## config.mk

```make
export PLATFORM = sky130hd
export DESIGN_NAME = top_bottom_k_trimmed_peak_average
export DESIGN_NICKNAME = d
export VERILOG_FILES = /design/src/rtl/core/tbk_pkg.sv /design/src/rtl/core/tbk_cell.sv /design/src/rtl/core/tbk_chain.sv /design/src/rtl/core/tbk_div_lane.sv /design/src/rtl/core/top_bottom_k_trimmed_peak_average.sv
export SDC_FILE = /design/constraint.sdc
export NUM_CORES = 1
export LEC_CHECK = 0
export ABC_CLOCK_PERIOD_IN_PS = 6840
export BUFFER_PORTS_ARGS = -buffer_cell sky130_fd_sc_hd__buf_2
export CAP_MARGIN = 10
export CORE_ASPECT_RATIO = 1.2
export CORE_UTILIZATION = 45
export DETAILED_ROUTE_END_ITERATION = 6
export PLACE_DENSITY = 0.59
export SYNTH_ARGS = -nofsm -noshare
export SYNTH_HDL_FRONTEND = slang
export SYNTH_SLANG_ARGS = --single-unit
```

## constraint.sdc

```tcl
create_clock -name clk -period 6.84 [get_ports clk]
set_input_delay 0.342 -clock clk [delete_from_list [all_inputs] [get_ports clk]]
set_output_delay 0.342 -clock clk [all_outputs]
set_load 0.05 [all_outputs]
```

## src/rtl/core/tbk_pkg.sv

```systemverilog
// Shared types and constants for the trimmed peak average block.
// Used by every module under rtl/core; depends on nothing.
package tbk_pkg;

  localparam int SAMPLE_W = 16;
  localparam int TOP_W    = 15;

  localparam logic signed [SAMPLE_W-1:0] KEY_MAX  = 16'sh7FFF;
  localparam logic signed [SAMPLE_W-1:0] TOP_FILL = 16'sh0000;
  // Bottom side keeps complemented keys; the complement of zero is all ones.
  localparam logic signed [SAMPLE_W-1:0] BOT_FILL = 16'shFFFF;

  typedef struct packed {
    logic signed [SAMPLE_W-1:0] sample;
    logic                       last;
  } in_t;

  typedef struct packed {
    logic [TOP_W-1:0]           top_average;
    logic signed [SAMPLE_W-1:0] bottom_average;
  } out_t;

  typedef struct packed {
    logic take;
    logic clear;
  } cell_ctrl_t;

  typedef struct packed {
    logic ld_mult;
    logic ld_out;
  } lane_en_t;

endpackage

```

## src/rtl/core/tbk_cell.sv

```systemverilog
// One slot of the sorted keep list: holds a key and takes either the new key
// or its upstream neighbor's key. Depends on tbk_pkg.
module tbk_cell (
  input  logic                                clk,
  input  logic                                rst_n,
  input  tbk_pkg::cell_ctrl_t                 ctrl,
  input  logic signed [tbk_pkg::SAMPLE_W-1:0] key,
  input  logic signed [tbk_pkg::SAMPLE_W-1:0] up_val,
  input  logic signed [tbk_pkg::SAMPLE_W-1:0] fill_val,
  output logic signed [tbk_pkg::SAMPLE_W-1:0] val
);

  logic signed [tbk_pkg::SAMPLE_W-1:0] val_r;
  logic signed [tbk_pkg::SAMPLE_W-1:0] val_nxt;

  // Shift the upstream key down when the new key outranks both.
  always_comb begin
    if (key > val_r) begin
      val_nxt = (key > up_val) ? up_val : key;
    end else begin
      val_nxt = val_r;
    end
  end

  always_ff @(posedge clk) begin
    if (!rst_n) begin
      val_r <= fill_val;
    end else if (ctrl.clear) begin
      val_r <= fill_val;
    end else if (ctrl.take) begin
      val_r <= val_nxt;
    end
  end

  assign val = val_r;

endmodule

```

## src/rtl/core/tbk_chain.sv

```systemverilog
// Row of tbk_cell slots kept in descending key order.
// Depends on tbk_pkg and tbk_cell.
module tbk_chain #(
  parameter int KEEP_COUNT = 5
) (
  input  logic                                clk,
  input  logic                                rst_n,
  input  tbk_pkg::cell_ctrl_t                 ctrl,
  input  logic signed [tbk_pkg::SAMPLE_W-1:0] key,
  input  logic signed [tbk_pkg::SAMPLE_W-1:0] fill_val,
  output logic signed [tbk_pkg::SAMPLE_W-1:0] head_nxt,
  output logic signed [tbk_pkg::SAMPLE_W-1:0] tail
);

  logic signed [tbk_pkg::SAMPLE_W-1:0] vals [KEEP_COUNT];

  for (genvar i = 0; i < KEEP_COUNT; i++) begin : g_cell
    if (i == 0) begin : g_head
      tbk_cell u_cell (
        .clk      (clk),
        .rst_n    (rst_n),
        .ctrl     (ctrl),
        .key      (key),
        .up_val   (tbk_pkg::KEY_MAX),
        .fill_val (fill_val),
        .val      (vals[i])
      );
    end else begin : g_body
      tbk_cell u_cell (
        .clk      (clk),
        .rst_n    (rst_n),
        .ctrl     (ctrl),
        .key      (key),
        .up_val   (vals[i-1]),
        .fill_val (fill_val),
        .val      (vals[i])
      );
    end
  end

  // The head takes the new key whenever the key outranks it.
  assign head_nxt = (key > vals[0]) ? key : vals[0];
  assign tail     = vals[KEEP_COUNT-1];

endmodule

```

## src/rtl/core/tbk_div_lane.sv

```systemverilog
// Floor division of a signed sum by a constant: bias, reciprocal multiply,
// one-step correction. Two register stages. Depends on tbk_pkg.
module tbk_div_lane #(
  parameter int SUM_W = 19,
  parameter int DIV   = 4
) (
  input  logic                    clk,
  input  tbk_pkg::lane_en_t       en,
  input  logic signed [SUM_W-1:0] num,
  output logic signed [SUM_W-1:0] quot
);

  localparam int DIV_BITS = (DIV > 1) ? $clog2(DIV) : 0;
  localparam int BW       = SUM_W + DIV_BITS + 1;
  localparam logic [BW:0]   RECIP = (BW+1)'((64'd1 << BW) / DIV);
  localparam logic [BW-1:0] OFF_V = BW'(DIV) << (SUM_W - 1);

  logic [BW-1:0]    nb;
  logic [2*BW:0]    prod_nxt;
  logic [BW-1:0]    nb_r;
  logic [2*BW:0]    prod_r;
  logic [SUM_W-1:0] q_est;
  logic [BW-1:0]    rem;
  logic [SUM_W-1:0] q_fix;
  logic [SUM_W-1:0] quot_r;

  // Bias makes the sum nonnegative; the bias divides out exactly.
  assign nb       = BW'(num) + OFF_V;
  assign prod_nxt = (2*BW+1)'(nb) * (2*BW+1)'(RECIP);

  always_ff @(posedge clk) begin
    if (en.ld_mult) begin
      nb_r   <= nb;
      prod_r <= prod_nxt;
    end
  end

  // Estimate is exact or one low; fix with a single remainder compare.
  assign q_est = prod_r[BW +: SUM_W];
  assign rem   = nb_r - BW'(q_est) * BW'(DIV);
  assign q_fix = (rem >= BW'(DIV)) ? q_est + SUM_W'(1) : q_est;

  always_ff @(posedge clk) begin
    if (en.ld_out) begin
      // Remove the bias quotient by flipping the top bit.
      quot_r <= q_fix ^ {1'b1, {(SUM_W-1){1'b0}}};
    end
  end

  assign quot = $signed(quot_r);

endmodule

```

## src/rtl/core/top_bottom_k_trimmed_peak_average.sv

```systemverilog
// Trimmed peak averages over a frame of signed Q8.8 samples: top level.
// Depends on tbk_pkg, tbk_chain (with tbk_cell) and tbk_div_lane.
//
// One sample transfers per clock, with no gaps needed between samples or
// frames. Two rows of KEEP_COUNT cells keep the largest positive and the most
// negative samples in sorted order; every cell compares against the incoming
// sample in the same cycle and takes either it or its neighbor's value. The
// bottom row holds complemented samples so both rows share one cell design.
// Running totals per row track the sum. On the transfer that carries last,
// the trimmed sums (total minus the extreme entry) are captured and the rows
// clear for the next frame. The result then passes three registers in order:
// the sum capture, the reciprocal multiply, and the remainder correction
// into the output register. Up to three results can be in flight, so input
// stall rises only when all three stages are full behind a stalled output.
module top_bottom_k_trimmed_peak_average #(
  parameter int KEEP_COUNT = 5
) (
  input  logic          clk,
  input  logic          rst_n,
  input  logic          in_valid,
  output logic          in_stall,
  input  tbk_pkg::in_t  in_data,
  output logic          out_valid,
  input  logic          out_stall,
  output tbk_pkg::out_t out_data
);

  localparam int SUM_W = tbk_pkg::SAMPLE_W + $clog2(KEEP_COUNT);
  localparam int DIV   = KEEP_COUNT - 1;

  logic                                in_xfer;
  tbk_pkg::cell_ctrl_t                 ctrl;
  logic signed [tbk_pkg::SAMPLE_W-1:0] bot_key;
  logic signed [tbk_pkg::SAMPLE_W-1:0] top_head_nxt;
  logic signed [tbk_pkg::SAMPLE_W-1:0] top_tail;
  logic signed [tbk_pkg::SAMPLE_W-1:0] bot_head_nxt;
  logic signed [tbk_pkg::SAMPLE_W-1:0] bot_tail;

  logic signed [SUM_W-1:0] top_tot_r, top_tot_nxt;
  logic signed [SUM_W-1:0] bot_tot_r, bot_tot_nxt;
  logic signed [16:0]      top_delta, bot_delta;

  logic signed [SUM_W-1:0] top_trim_r, bot_trim_r;
  logic signed [SUM_W-1:0] top_quot, bot_quot;

  logic              s1_valid_r, s2_valid_r, out_valid_r;
  logic              ld1;
  tbk_pkg::lane_en_t en;
  logic              free1, free2, free3;

  // Accept a sample whenever the capture stage can take or pass on a result.
  assign free3    = !out_valid_r || !out_stall;
  assign en.ld_out  = s2_valid_r && free3;
  assign free2    = !s2_valid_r || en.ld_out;
  assign en.ld_mult = s1_valid_r && free2;
  assign free1    = !s1_valid_r || en.ld_mult;
  assign in_stall = !free1;

  assign in_xfer    = in_valid && !in_stall;
  assign ctrl.take  = in_xfer;
  assign ctrl.clear = in_xfer && in_data.last;
  assign ld1        = in_xfer && in_data.last;

  // Complement the sample so the bottom row also sorts in descending order.
  assign bot_key = ~in_data.sample;

  tbk_chain #(.KEEP_COUNT(KEEP_COUNT)) u_top_chain (
    .clk      (clk),
    .rst_n    (rst_n),
    .ctrl     (ctrl),
    .key      (in_data.sample),
    .fill_val (tbk_pkg::TOP_FILL),
    .head_nxt (top_head_nxt),
    .tail     (top_tail)
  );

  tbk_chain #(.KEEP_COUNT(KEEP_COUNT)) u_bot_chain (
    .clk      (clk),
    .rst_n    (rst_n),
    .ctrl     (ctrl),
    .key      (bot_key),
    .fill_val (tbk_pkg::BOT_FILL),
    .head_nxt (bot_head_nxt),
    .tail     (bot_tail)
  );

  // Running totals: an insertion adds the sample and drops the tail entry.
  assign top_delta = $signed({in_data.sample[15], in_data.sample})
                   - $signed({top_tail[15], top_tail});
  assign bot_delta = $signed({in_data.sample[15], in_data.sample})
                   - $signed({~bot_tail[15], ~bot_tail});

  always_comb begin
    top_tot_nxt = top_tot_r;
    bot_tot_nxt = bot_tot_r;
    if (in_data.sample > top_tail) begin
      top_tot_nxt = top_tot_r + SUM_W'(top_delta);
    end
    if (bot_key > bot_tail) begin
      bot_tot_nxt = bot_tot_r + SUM_W'(bot_delta);
    end
  end

  always_ff @(posedge clk) begin
    if (!rst_n) begin
      top_tot_r <= '0;
      bot_tot_r <= '0;
    end else if (ctrl.clear) begin
      top_tot_r <= '0;
      bot_tot_r <= '0;
    end else if (ctrl.take) begin
      top_tot_r <= top_tot_nxt;
      bot_tot_r <= bot_tot_nxt;
    end
  end

  // Capture the trimmed sums: drop the row's extreme entry, held at the head.
  always_ff @(posedge clk) begin
    if (ld1) begin
      top_trim_r <= top_tot_nxt - SUM_W'(top_head_nxt);
      bot_trim_r <= bot_tot_nxt - SUM_W'(~bot_head_nxt);
    end
  end

  always_ff @(posedge clk) begin
    if (!rst_n) begin
      s1_valid_r  <= 1'b0;
      s2_valid_r  <= 1'b0;
      out_valid_r <= 1'b0;
    end else begin
      if (ld1) begin
        s1_valid_r <= 1'b1;
      end else if (en.ld_mult) begin
        s1_valid_r <= 1'b0;
      end
      if (en.ld_mult) begin
        s2_valid_r <= 1'b1;
      end else if (en.ld_out) begin
        s2_valid_r <= 1'b0;
      end
      if (en.ld_out) begin
        out_valid_r <= 1'b1;
      end else if (!out_stall) begin
        out_valid_r <= 1'b0;
      end
    end
  end

  tbk_div_lane #(.SUM_W(SUM_W), .DIV(DIV)) u_top_div (
    .clk  (clk),
    .en   (en),
    .num  (top_trim_r),
    .quot (top_quot)
  );

  tbk_div_lane #(.SUM_W(SUM_W), .DIV(DIV)) u_bot_div (
    .clk  (clk),
    .en   (en),
    .num  (bot_trim_r),
    .quot (bot_quot)
  );

  // Both averages fit their fields; keep the low bits.
  assign out_valid               = out_valid_r;
  assign out_data.top_average    = top_quot[tbk_pkg::TOP_W-1:0];
  assign out_data.bottom_average = bot_quot[tbk_pkg::SAMPLE_W-1:0];

endmodule

```

# --- Word level (Yosys, flattened, before mapping) ---
# Cells that the tools add are included.
# W data, S select, Z words.
classes:
  bitwise_logic: 5
  reduce_logical: 25
  add_sub_neg: 12
  n_mux: 22
  n_eq_ne: 1
  magnitude_cmp: 14
ops:
  columns: ["cell", "n"]
  rows:
  - ["$mux W16", 13]
  - ["$gt A16 B16 Y1", 10]
  - ["$add A22 B21 Y22 const B", 2]
  - ["$ge A22 B3 Y1 const B", 2]
  - ["$sub A22 B21 Y22", 2]
  - ["$add A19 B17 Y19", 2]
  - ["$mux W19", 2]
  - ["$gt A16 B16 Y1 const B", 2]
  - ["$not A16 Y16", 2]
  - ["$reduce_and A2 Y1", 10]
  - ["$not A16 Y19", 1]
  - ["$sub A19 B16 Y19", 1]
  - ["$sub A19 B19 Y19", 1]
  - ["$sub A16 B16 Y17", 1]
  - ["$sub A16 B17 Y17", 1]
  - ["$add A16 B1 Y16 const B", 1]
  - ["$add A15 B1 Y15 const B", 1]
  - ["$mux W15", 1]
  - ["$mux W1", 6]
  - ["$logic_not A1 Y1", 5]
  - ["$logic_and A1 B1 Y1", 4]
  - ["$reduce_bool A2 Y1", 2]
  - ["$logic_or A1 B1 Y1", 3]
  - ["$ne A2 B1 Y1 const B", 1]
  - ["2 further kinds", 3]
totals:
  input_bits: 21
  ff_bits: 314
  wordCells: 100

# --- Depth between registers and ports, before layout ---
# Gate-level depths: netlist of the first run.
depth:
  word_depth: 9
  depth_mapped: 28
  mapped_depth_nobuf: 28

# --- Hierarchy ---
# Synthesis of the first run repeated with hierarchy kept, for this count alone.
hier_totals:
  hier_cells: 3269
  area_unflattened_um2: 29343.1
modules_own_cells:
  columns: ["mod", "area_each_um2", "n_inst", "cells_each"]
  rows:
  - ["tbk_cell", 1734.2, 10, 204]
  - ["top_bottom_k_trimmed_peak_average", 8420.6, 1, 991]
  - ["tbk_div_lane", 1096.1, 2, 39]
  - ["tbk_chain", 694.4, 2, 80]

# --- Worst setup path after synthesis of the first run ---
# No wires, ideal clock.
synth_path:
  path_kind: "input-to-reg"
  from: "input in_data[2] (netlist bit)"
  to: "register bot_trim_r[16] (data pin)"
  path_stages: 26
  path_buffers: 0
  required_time_ps: 6582
  arrival_ps: 5328
  slack_ps: 1254
  path_cell_list: "inv_1 ha_1 nor2b_1 o21ai_0 a21boi_0 o21ai_0 a21boi_0 o21ai_0 a21boi_0 o21ai_0 nor2b_1 xnor2_1 ha_1 nand3_1 nor3b_1 or3_1 a21oi_1 xnor2_1 mux2_2 ha_1 and3_1 a22o_1 a211o_1 and4_1 a221o_1 xor2_1"
synth_via:
  word_cells_on_any_way: 9
  classes_between: "add/sub: 3; order compare: 2; mux: 2; bitwise: 2"
synth_lines:
  columns: ["item", "line_no", "rtl"]
  rows:
  - ["start, declared", "top_bottom_k_trimmed_peak_average.sv:22", "input tbk_pkg::in_t in_data,"]
  - ["$sub A16 B17 Y17 / $not A16 Y16 (equally long branches)", "top_bottom_k_trimmed_peak_average.sv:91, top_bottom_k_trimmed_peak_average.sv:65", null]
  - ["$add A19 B17 Y19 / $gt A16 B16 Y1 (equally long branches)", "top_bottom_k_trimmed_peak_average.sv:100, top_bottom_k_trimmed_peak_average.sv:99", null]
  - ["$mux W19 *", "top_bottom_k_trimmed_peak_average.sv:99", "if (bot_key > bot_tail) begin"]
  - ["via bot_tot_nxt[11]", "top_bottom_k_trimmed_peak_average.sv:40", "logic signed [SUM_W-1:0] bot_tot_r, bot_tot_nxt;"]
  - ["$sub A19 B19 Y19 *", "top_bottom_k_trimmed_peak_average.sv:121", "bot_trim_r <= bot_tot_nxt - SUM_W'(~bot_head_nxt);"]
  - ["end signal, assigned", "top_bottom_k_trimmed_peak_average.sv:121", null]
  - ["end, declared", "top_bottom_k_trimmed_peak_average.sv:43", "logic signed [SUM_W-1:0] top_trim_r, bot_trim_r;"]
# The timed path passes the listed nets; every way through them passes the cells marked *.
# A chain may end at the register's enable or synchronous reset.

# --- Worst setup path in the final report of the first run ---
layout_path:
  from: "register u_bot_chain.g_cell[4].g_body.u_cell.val_r, in the netlist u_bot_chain.g_cell[4].g_body.u_cell.val[1]"
  to: "register bot_trim_r[16] (data pin)"
layout_via:
  elab_chain_len: 5
  word_cells_on_any_way: 6
  classes_between: "add/sub: 3; order compare: 1; mux: 1; bitwise: 1"
layout_lines:
  columns: ["item", "line_no", "rtl"]
  rows:
  - ["start, declared", "tbk_cell.sv:13", "logic signed [tbk_pkg::SAMPLE_W-1:0] val_r;"]
  - ["start signal, assigned", "tbk_cell.sv:27", "val_r <= fill_val;"]
  - ["start signal, assigned", "tbk_cell.sv:29", "val_r <= fill_val;"]
  - ["start signal, assigned", "tbk_cell.sv:31", "val_r <= val_nxt;"]
  - ["$not A16 Y16", "top_bottom_k_trimmed_peak_average.sv:91", "- $signed({~bot_tail[15], ~bot_tail});"]
  - ["$sub A16 B17 Y17", "top_bottom_k_trimmed_peak_average.sv:91", null]
  - ["$add A19 B17 Y19", "top_bottom_k_trimmed_peak_average.sv:100", "bot_tot_nxt = bot_tot_r + SUM_W'(bot_delta);"]
  - ["$mux W19 *", "top_bottom_k_trimmed_peak_average.sv:99", null]
  - ["via bot_tot_nxt[11]", "top_bottom_k_trimmed_peak_average.sv:40", null]
  - ["$sub A19 B19 Y19 *", "top_bottom_k_trimmed_peak_average.sv:121", null]
# Marked as above.

==> results of run 1 <==
## how the worst max path moves through the flow
stage | from | to | slack (ns)
6_report | u_bot_chain.g_cell[4].g_body.u_cell.val[1] | bot_trim_r[16] | 0.53
5_1_grt | u_bot_chain.g_cell[4].g_body.u_cell.val[1] | bot_trim_r[16] | 0.006
3_3_place_gp | in_data[2] | bot_trim_r[16] | 0.42
2_1_floorplan | in_data[2] | bot_trim_r[16] | 1.25
4_1_cts | u_bot_chain.g_cell[4].g_body.u_cell.val[1] | bot_trim_r[16] | 0.57
3_5_place_dp | in_data[2] | bot_trim_r[16] | 0.34
## cells by family after synthesis
logic type                 count (synthesis)  synth area share, %
adders and majority gates                261                 17.4
AOI/OAI and AO/OA                        611                 19.9
muxes                                     78                 4.08
buffers and inverters                    362                 6.99
xor gates and xnor gates                  63                 2.82
DFF                                      291                 34.5
and+or+nand+nor                          637                 14.4
## sequential cells by signal (all words and copies together), names as in the netlist
signal	count
s1_valid_r	1
u_bot_div.nb_r	16
u_bot_chain.g_cell.g_body.u_cell.val	64
bot_tot_r	18
u_top_chain.g_cell.g_body.u_cell.val	64
s2_valid_r	1
u_top_chain.g_cell.g_head.u_cell.val	16
u_bot_div.quot	16
u_top_div.quot	15
u_bot_chain.g_cell.g_head.u_cell.val	16
u_top_div.prod_r	15
top_tot_r	17
bot_trim_r	16
top_trim_r	15
out_valid	1
## metal layers
layer  track usage (%)  wire (um)  part of all wire (%)
met2              41.3      25600                    47
met3              3.45       2700                   5.0
met5                 0          0                     0
met1              31.9      23900                    44
met4              9.72       2030                   3.7
## synth_stat cells, drive strengths merged, types with 9 or more instances
cell type / n
nand4: 36
a21o: 33
xor2: 18
edfxtp: 93
nor4: 12
and2: 9
a31oi: 11
ha: 243
mux2: 11
nor2: 163
a21oi: 164
dfxtp: 198
nand3: 25
inv: 254
nand2: 293
fa: 18
o21ai: 140
o21bai: 10
nor2b: 30
nor3: 24
o21a: 36
a211oi: 61
o211ai: 87
a211o: 18
mux2i: 67
nand2b: 10
xnor2: 45
clkbuf: 100
## metrics by stage
step           std cells  power [mW]
2_1_floorplan       2303        4.79
3_3_place_gp        2851        5.47
3_5_place_dp        2851        5.54
4_1_cts             2912        7.38
5_1_grt             2914        7.90
6_report            2914        7.34
## worst reg2reg max path, cell delays in order, from the launching register on
cell	delay (ns)
dfxtp_1	0.35
inv_1	0.08
ha_1	0.30
nor2b_1	0.13
o21ai_0	0.20
a21boi_0	0.22
o21ai_0	0.29
a21boi_0	0.16
o21ai_0	0.21
a21boi_0	0.15
o21ai_0	0.40
nor2b_1	0.21
xnor2_1	0.18
ha_1	0.31
nand3_1	0.08
nor3b_1	0.06
or3_1	0.36
a21oi_1	0.21
xnor2_1	0.11
mux2_2	0.28
ha_1	0.34
and3_1	0.20
a22o_1	0.23
a211o_1	0.31
and4_1	0.22
a221o_1	0.32
xor2_1	0.14
## power groups by stage
stage	combinational [mW]	sequential, mW	clock (mW)
after floorplan	2.50	2.29	0
after global placement	3.16	2.31	0
after detailed placement	3.22	2.32	0
after CTS	3.24	2.28	1.86
after global routing	3.66	2.31	1.93
final	3.24	2.28	1.82
## final cells by class
cell class | instances | area [um2] | share of cell area, %
Multi-Input combinational cell | 1650 | 11500 | 53.1
Sequential cell | 291 | 6760 | 31.1
Inverter | 254 | 953 | 4.39
Clock buffer | 42 | 922 | 4.25
Tap cell | 552 | 691 | 3.18
Timing Repair Buffer | 106 | 678 | 3.13
Clock inverter | 19 | 174 | 0.802
==> flow_metrics.tcl, run 1 <==
set metrics [dict create \
    synthDominantCellAreaShare_pct 20.2 \
    grt-ovfl-total 0 \
    intPower_mw 4.53 \
    status "finished with violations" \
    crit_cells 26 \
    totalWireLength_um 54200 \
    die-area_um2 44300 \
    pwr-share-comb_pct 44.1 \
    start_util_pct 45.6 \
    ys_top_cells_by_area "dfxtp_1 (20%), ha_1 (16%), edfxtp_1 (14%)" \
    path_class "reg -> reg" \
    arrival_ns 6.59 \
    violations "design-rule violations" \
    cts-htree-levels 2 \
    clock_path_buffers 3 \
    crit_path_max_fanout 4 \
    placed_area_um2 20600 \
    finalCriticalPeriod_ns 6.31 \
    r2r-end "bot_trim_r[16]" \
    cp.required_ns 7.12 \
    cts-resized-gates 0 \
    synth_edf_count 93 \
    ir_worst_vdd_mv 0.136 \
    p_seq_share_pct 31.1 \
    clock_power_share_pct 24.8 \
    num_antenna_cells 0 \
    power.density_nw_per_um2 338 \
    port-buffer-count 53 \
    clk_latency_ns 0.54 \
    drt-pass1-iter-count 7 \
    min_from "rst_n" \
    critPathTopFamily "compound AO/OA/AOI/OAI gates" \
    critPathLaunchType "register" \
    cp_slowest_cell "o21ai_0" \
    floorplan.rows 83 \
    finish.instance_area_um2 21700 \
    ys_types 66 \
    hold_class "in -> reg" \
    grt_pass1_vias 15500 \
    netlist_instances 2303 \
    p_sw_mw 2.82 \
    grt_max_degree 97 \
    avgSynthCellArea_um2 8.50 \
    vias_per_cell 5.60 \
    cp_slowest_stage_delay_ns 0.40 \
    yosysTopAreaCell "dfxtp_1" \
    die_h_um 230 \
    cap_violations 0 \
    worstReg2RegStart "u_bot_chain.g_cell[4].g_body.u_cell.val[1]" \
    die_w_um 192 \
    layout_commonest_cell "nand2_1" \
    synthFlopType "dfxtp_1" \
    nNetsFinal 2619 \
    finClkSkew_ns 0.0191 \
    r2r_slack_ns 0.53 \
    clock-root-buffer "clkbuf_16" \
    vias 16300 \
    post_drt_wl_per_cell_um 18.6 \
    synth_area_um2 19600 \
    hold_buffers 0 \
    grt_use_total_pct 24.7 \
    relSlewSlack_pct 23.4 \
    dpl_worst_slack_ns 0.338 \
    hold_depth 2 \
    endpoint_kind "register" \
    place_congestion 0.894 \
    reg2regPathDepth 26 \
    hold_viol_final 0 \
    core-area_um2 42900 \
    tritoncts "built" \
    cts_buffers 34 \
    crit_top_cell "o21ai_0" \
    utilization_pct 50.6 \
    worst_slack_ns 0.533 \
    power.leakage_nw 9.91 \
    yosys_warnings 0 \
    drtIter0Drc 1008 \
    min_period_over_period_pct 92.2 \
    grt_pass1_wl_um 85000 \
    antenna_found_initial 1 \
    ioPinCount 54 \
    syn2layout_area_growth_pct 10.8 \
    ys_seq_area_share_pct 34.5 \
    cts.sinks 291 \
    n_fill_cell 4081 \
    postCtsSetupBuffers 0 \
    rsz0062_at_grt "no" \
    dp_hpwl_um 40600 \
    setup_tns_ns 0 \
    synth-seq-cells 291 \
    sw_frac_of_total_pct 38.3 \
    cp.buffers_inverters 1 \
    async_reset_ff_share_pct 0 \
    synth_nets 2585 \
    drv_slew 0 \
    ant_nets 0 \
    drive_above_1_share_pct 8.26 \
    worstMarginPinSlew_ns 1.15 \
    drcViolationCount 14 \
    path_clk_slew_ns 0.06 \
    setup_viol 0 \
    max_freq_mhz 159 \
    hold_path_end "s2_valid_r" \
    final_cell_mix "nand2_1 (292), inv_1 (254), ha_1 (243)" \
    worst_hold_slack_ns 0.111 \
]
No activity file was read; power rests on OpenSTA's default activity.
==> inputs of run 2 (changes only) <==
--- a/config.mk
+++ b/config.mk
@@ -8,10 +8,12 @@
 export ABC_CLOCK_PERIOD_IN_PS = 6840
 export BUFFER_PORTS_ARGS = -buffer_cell sky130_fd_sc_hd__buf_2
 export CAP_MARGIN = 10
+export CELL_PAD_IN_SITES_DETAIL_PLACEMENT = 1
+export CELL_PAD_IN_SITES_GLOBAL_PLACEMENT = 2
 export CORE_ASPECT_RATIO = 1.2
-export CORE_UTILIZATION = 45
+export CORE_UTILIZATION = 40
 export DETAILED_ROUTE_END_ITERATION = 6
-export PLACE_DENSITY = 0.59
+export PLACE_DENSITY = 0.8
 export SYNTH_ARGS = -nofsm -noshare
 export SYNTH_HDL_FRONTEND = slang
 export SYNTH_SLANG_ARGS = --single-unit
==> run 2 against run 1 <==
Compared with the run above:
- the run now ends clean
- non-clock buffer count did not move
- register-to-register slack got worse by 0.06 ns
- hold slack got worse by 0.026 ns
- sequential share of layout area fell by 0.18 points
- largest power group unchanged
- sequential power barely moved
- core utilization fell by 5.3 points
- clock skew rose by 0.0077 ns
- fmax fell by 0.93%
- critical endpoint is now bot_trim_r[17]
- clock power rose by 2%
==> flow_metrics.tcl, run 2 (synthesis results as in run 1) <==
set metrics [dict create \
    status "finished clean" \
    clock_path_buffers 3 \
    ant_nets 0 \
    critPathTopFamily "compound AO/OA/AOI/OAI gates" \
    n_fill_cell 5676 \
    start_util_pct 40.6 \
    hold_buffers 0 \
    num_antenna_cells 0 \
    nNetsFinal 2620 \
    totalWireLength_um 62300 \
    top_usage_layer "met2" \
    grt-ovfl-total 0 \
    grt_use_met2_pct 42.6 \
    drcViolationCount 0 \
    die_w_um 204 \
    grt_pass1_vias 17100 \
    cp.required_ns 7.13 \
    power.leakage_nw 9.91 \
    drt-pass1-iter-count 5 \
    clock-root-buffer "clkbuf_16" \
    rsz0062_at_grt "no" \
    hold_viol_final 0 \
    max_freq_mhz 157 \
    cap_violations 0 \
    die-area_um2 49800 \
    ir_worst_vdd_mv 0.129 \
    power.density_nw_per_um2 345 \
    clk_latency_ns 0.57 \
    hold_class "in -> reg" \
    grt_max_degree 97 \
    path_clk_slew_ns 0.06 \
    cts_buffers 35 \
    layout_commonest_cell "nand2_1" \
    r2r_slack_ns 0.47 \
    cp_slowest_stage_delay_ns 0.60 \
    worst_slack_ns 0.474 \
    grt_pass1_wl_um 98000 \
    die_h_um 244 \
    use_met1_pct 33.4 \
    setup_viol 0 \
    cts-resized-gates 0 \
    vias_per_cell 5.55 \
    post_drt_wl_per_cell_um 20.8 \
    drtIter0Drc 796 \
    worst_hold_slack_ns 0.0856 \
    critPathLaunchType "register" \
    met3_usage_pct 3.49 \
    syn2layout_area_growth_pct 11.5 \
    cts-htree-levels 2 \
    dpl_worst_slack_ns 0.384 \
    dp_hpwl_um 46900 \
    finalCriticalPeriod_ns 6.37 \
    setup_tns_ns 0 \
    place_congestion 0.893 \
    antenna_found_initial 0 \
    endpoint_kind "register" \
    floorplan.rows 88 \
    final_cell_mix "nand2_1 (292), inv_1 (254), ha_1 (243)" \
    crit_top_cell "o21ai_0" \
    core-area_um2 48200 \
    worstMarginPinSlew_ns 1.20 \
    cp.buffers_inverters 2 \
    cp_slowest_cell "o31ai_1" \
    min_period_over_period_pct 93.1 \
    crit_path_max_fanout 5 \
    ioPinCount 54 \
    fin_total_pwr_mw 7.54 \
    port-buffer-count 53 \
    vias 16600 \
    path_class "reg -> reg" \
    grt_use_total_pct 25.5 \
    tritoncts "built" \
    cts.sinks 291 \
    relSlewSlack_pct 19.8 \
    drv_slew 0 \
    arrival_ns 6.66 \
    drive_above_1_share_pct 8.17 \
    postCtsSetupBuffers 0 \
    finClkSkew_ns 0.0268 \
]
[run 2: changes by cell type in the layout (fill, tap and decap cells not counted), moves of 2 or more]
cell and change:
inv_8 -2, inv_6 -3, buf_8 -2, clkinv_1 -2, clkbuf_1 +5, clkbuf_8 +3, clkinv_2 -3
[run 2: where the power goes]
| group | internal (mW) | total [mW] | leakage (nW) | switching, mW |
|---|---|---|---|---|
| clock | 1.07 | 1.86 | 0.536 | 0.796 |
| combinational | 1.34 | 3.38 | 6.90 | 2.04 |
| sequential | 2.15 | 2.30 | 2.48 | 0.144 |
[run 2: cell type report]
cell class / count / area [um2] / area share [%]
inverters: 254 / 953 / 4.37
flip-flops and latches: 291 / 6760 / 31.0
clock buffers: 51 / 1010 / 4.62
clock inverters: 11 / 105 / 0.482
well taps: 630 / 788 / 3.61
multi-input cells: 1650 / 11500 / 52.8
repair buffers: 106 / 683 / 3.13
[run 2: through the flow]
step | utilization [%] | std cells | cell area [um2]
final | 45.2 | 2993 | 21800
after detailed placement | 42.9 | 2930 | 20700
after global placement | 42.9 | 2930 | 20700
after CTS | 45.2 | 2992 | 21800
after global routing | 45.2 | 2993 | 21800
after floorplan | - | 2303 | 19600
[run 2: metal layers]
| layer | wire length, um | vias up |
|---|---|---|
| li1 | - | 8154 |
| met1 | 28700 | 8103 |
| met2 | 29300 | 264 |
| met3 | 2040 | 101 |
| met4 | 2290 | 0 |
| met5 | 0 | - |
[run 2: worst paths after layout]
path	startpoint	cells past startpoint	to
setup / recovery	u_bot_chain.g_cell[4].g_body.u_cell.val[1]	25	bot_trim_r[17]
hold / removal	rst_n	2	s2_valid_r
setup reg to reg	u_bot_chain.g_cell[4].g_body.u_cell.val[1]	25	bot_trim_r[17]
hold reg to reg	u_bot_div.nb_r[17]	0	u_bot_div.quot[15]
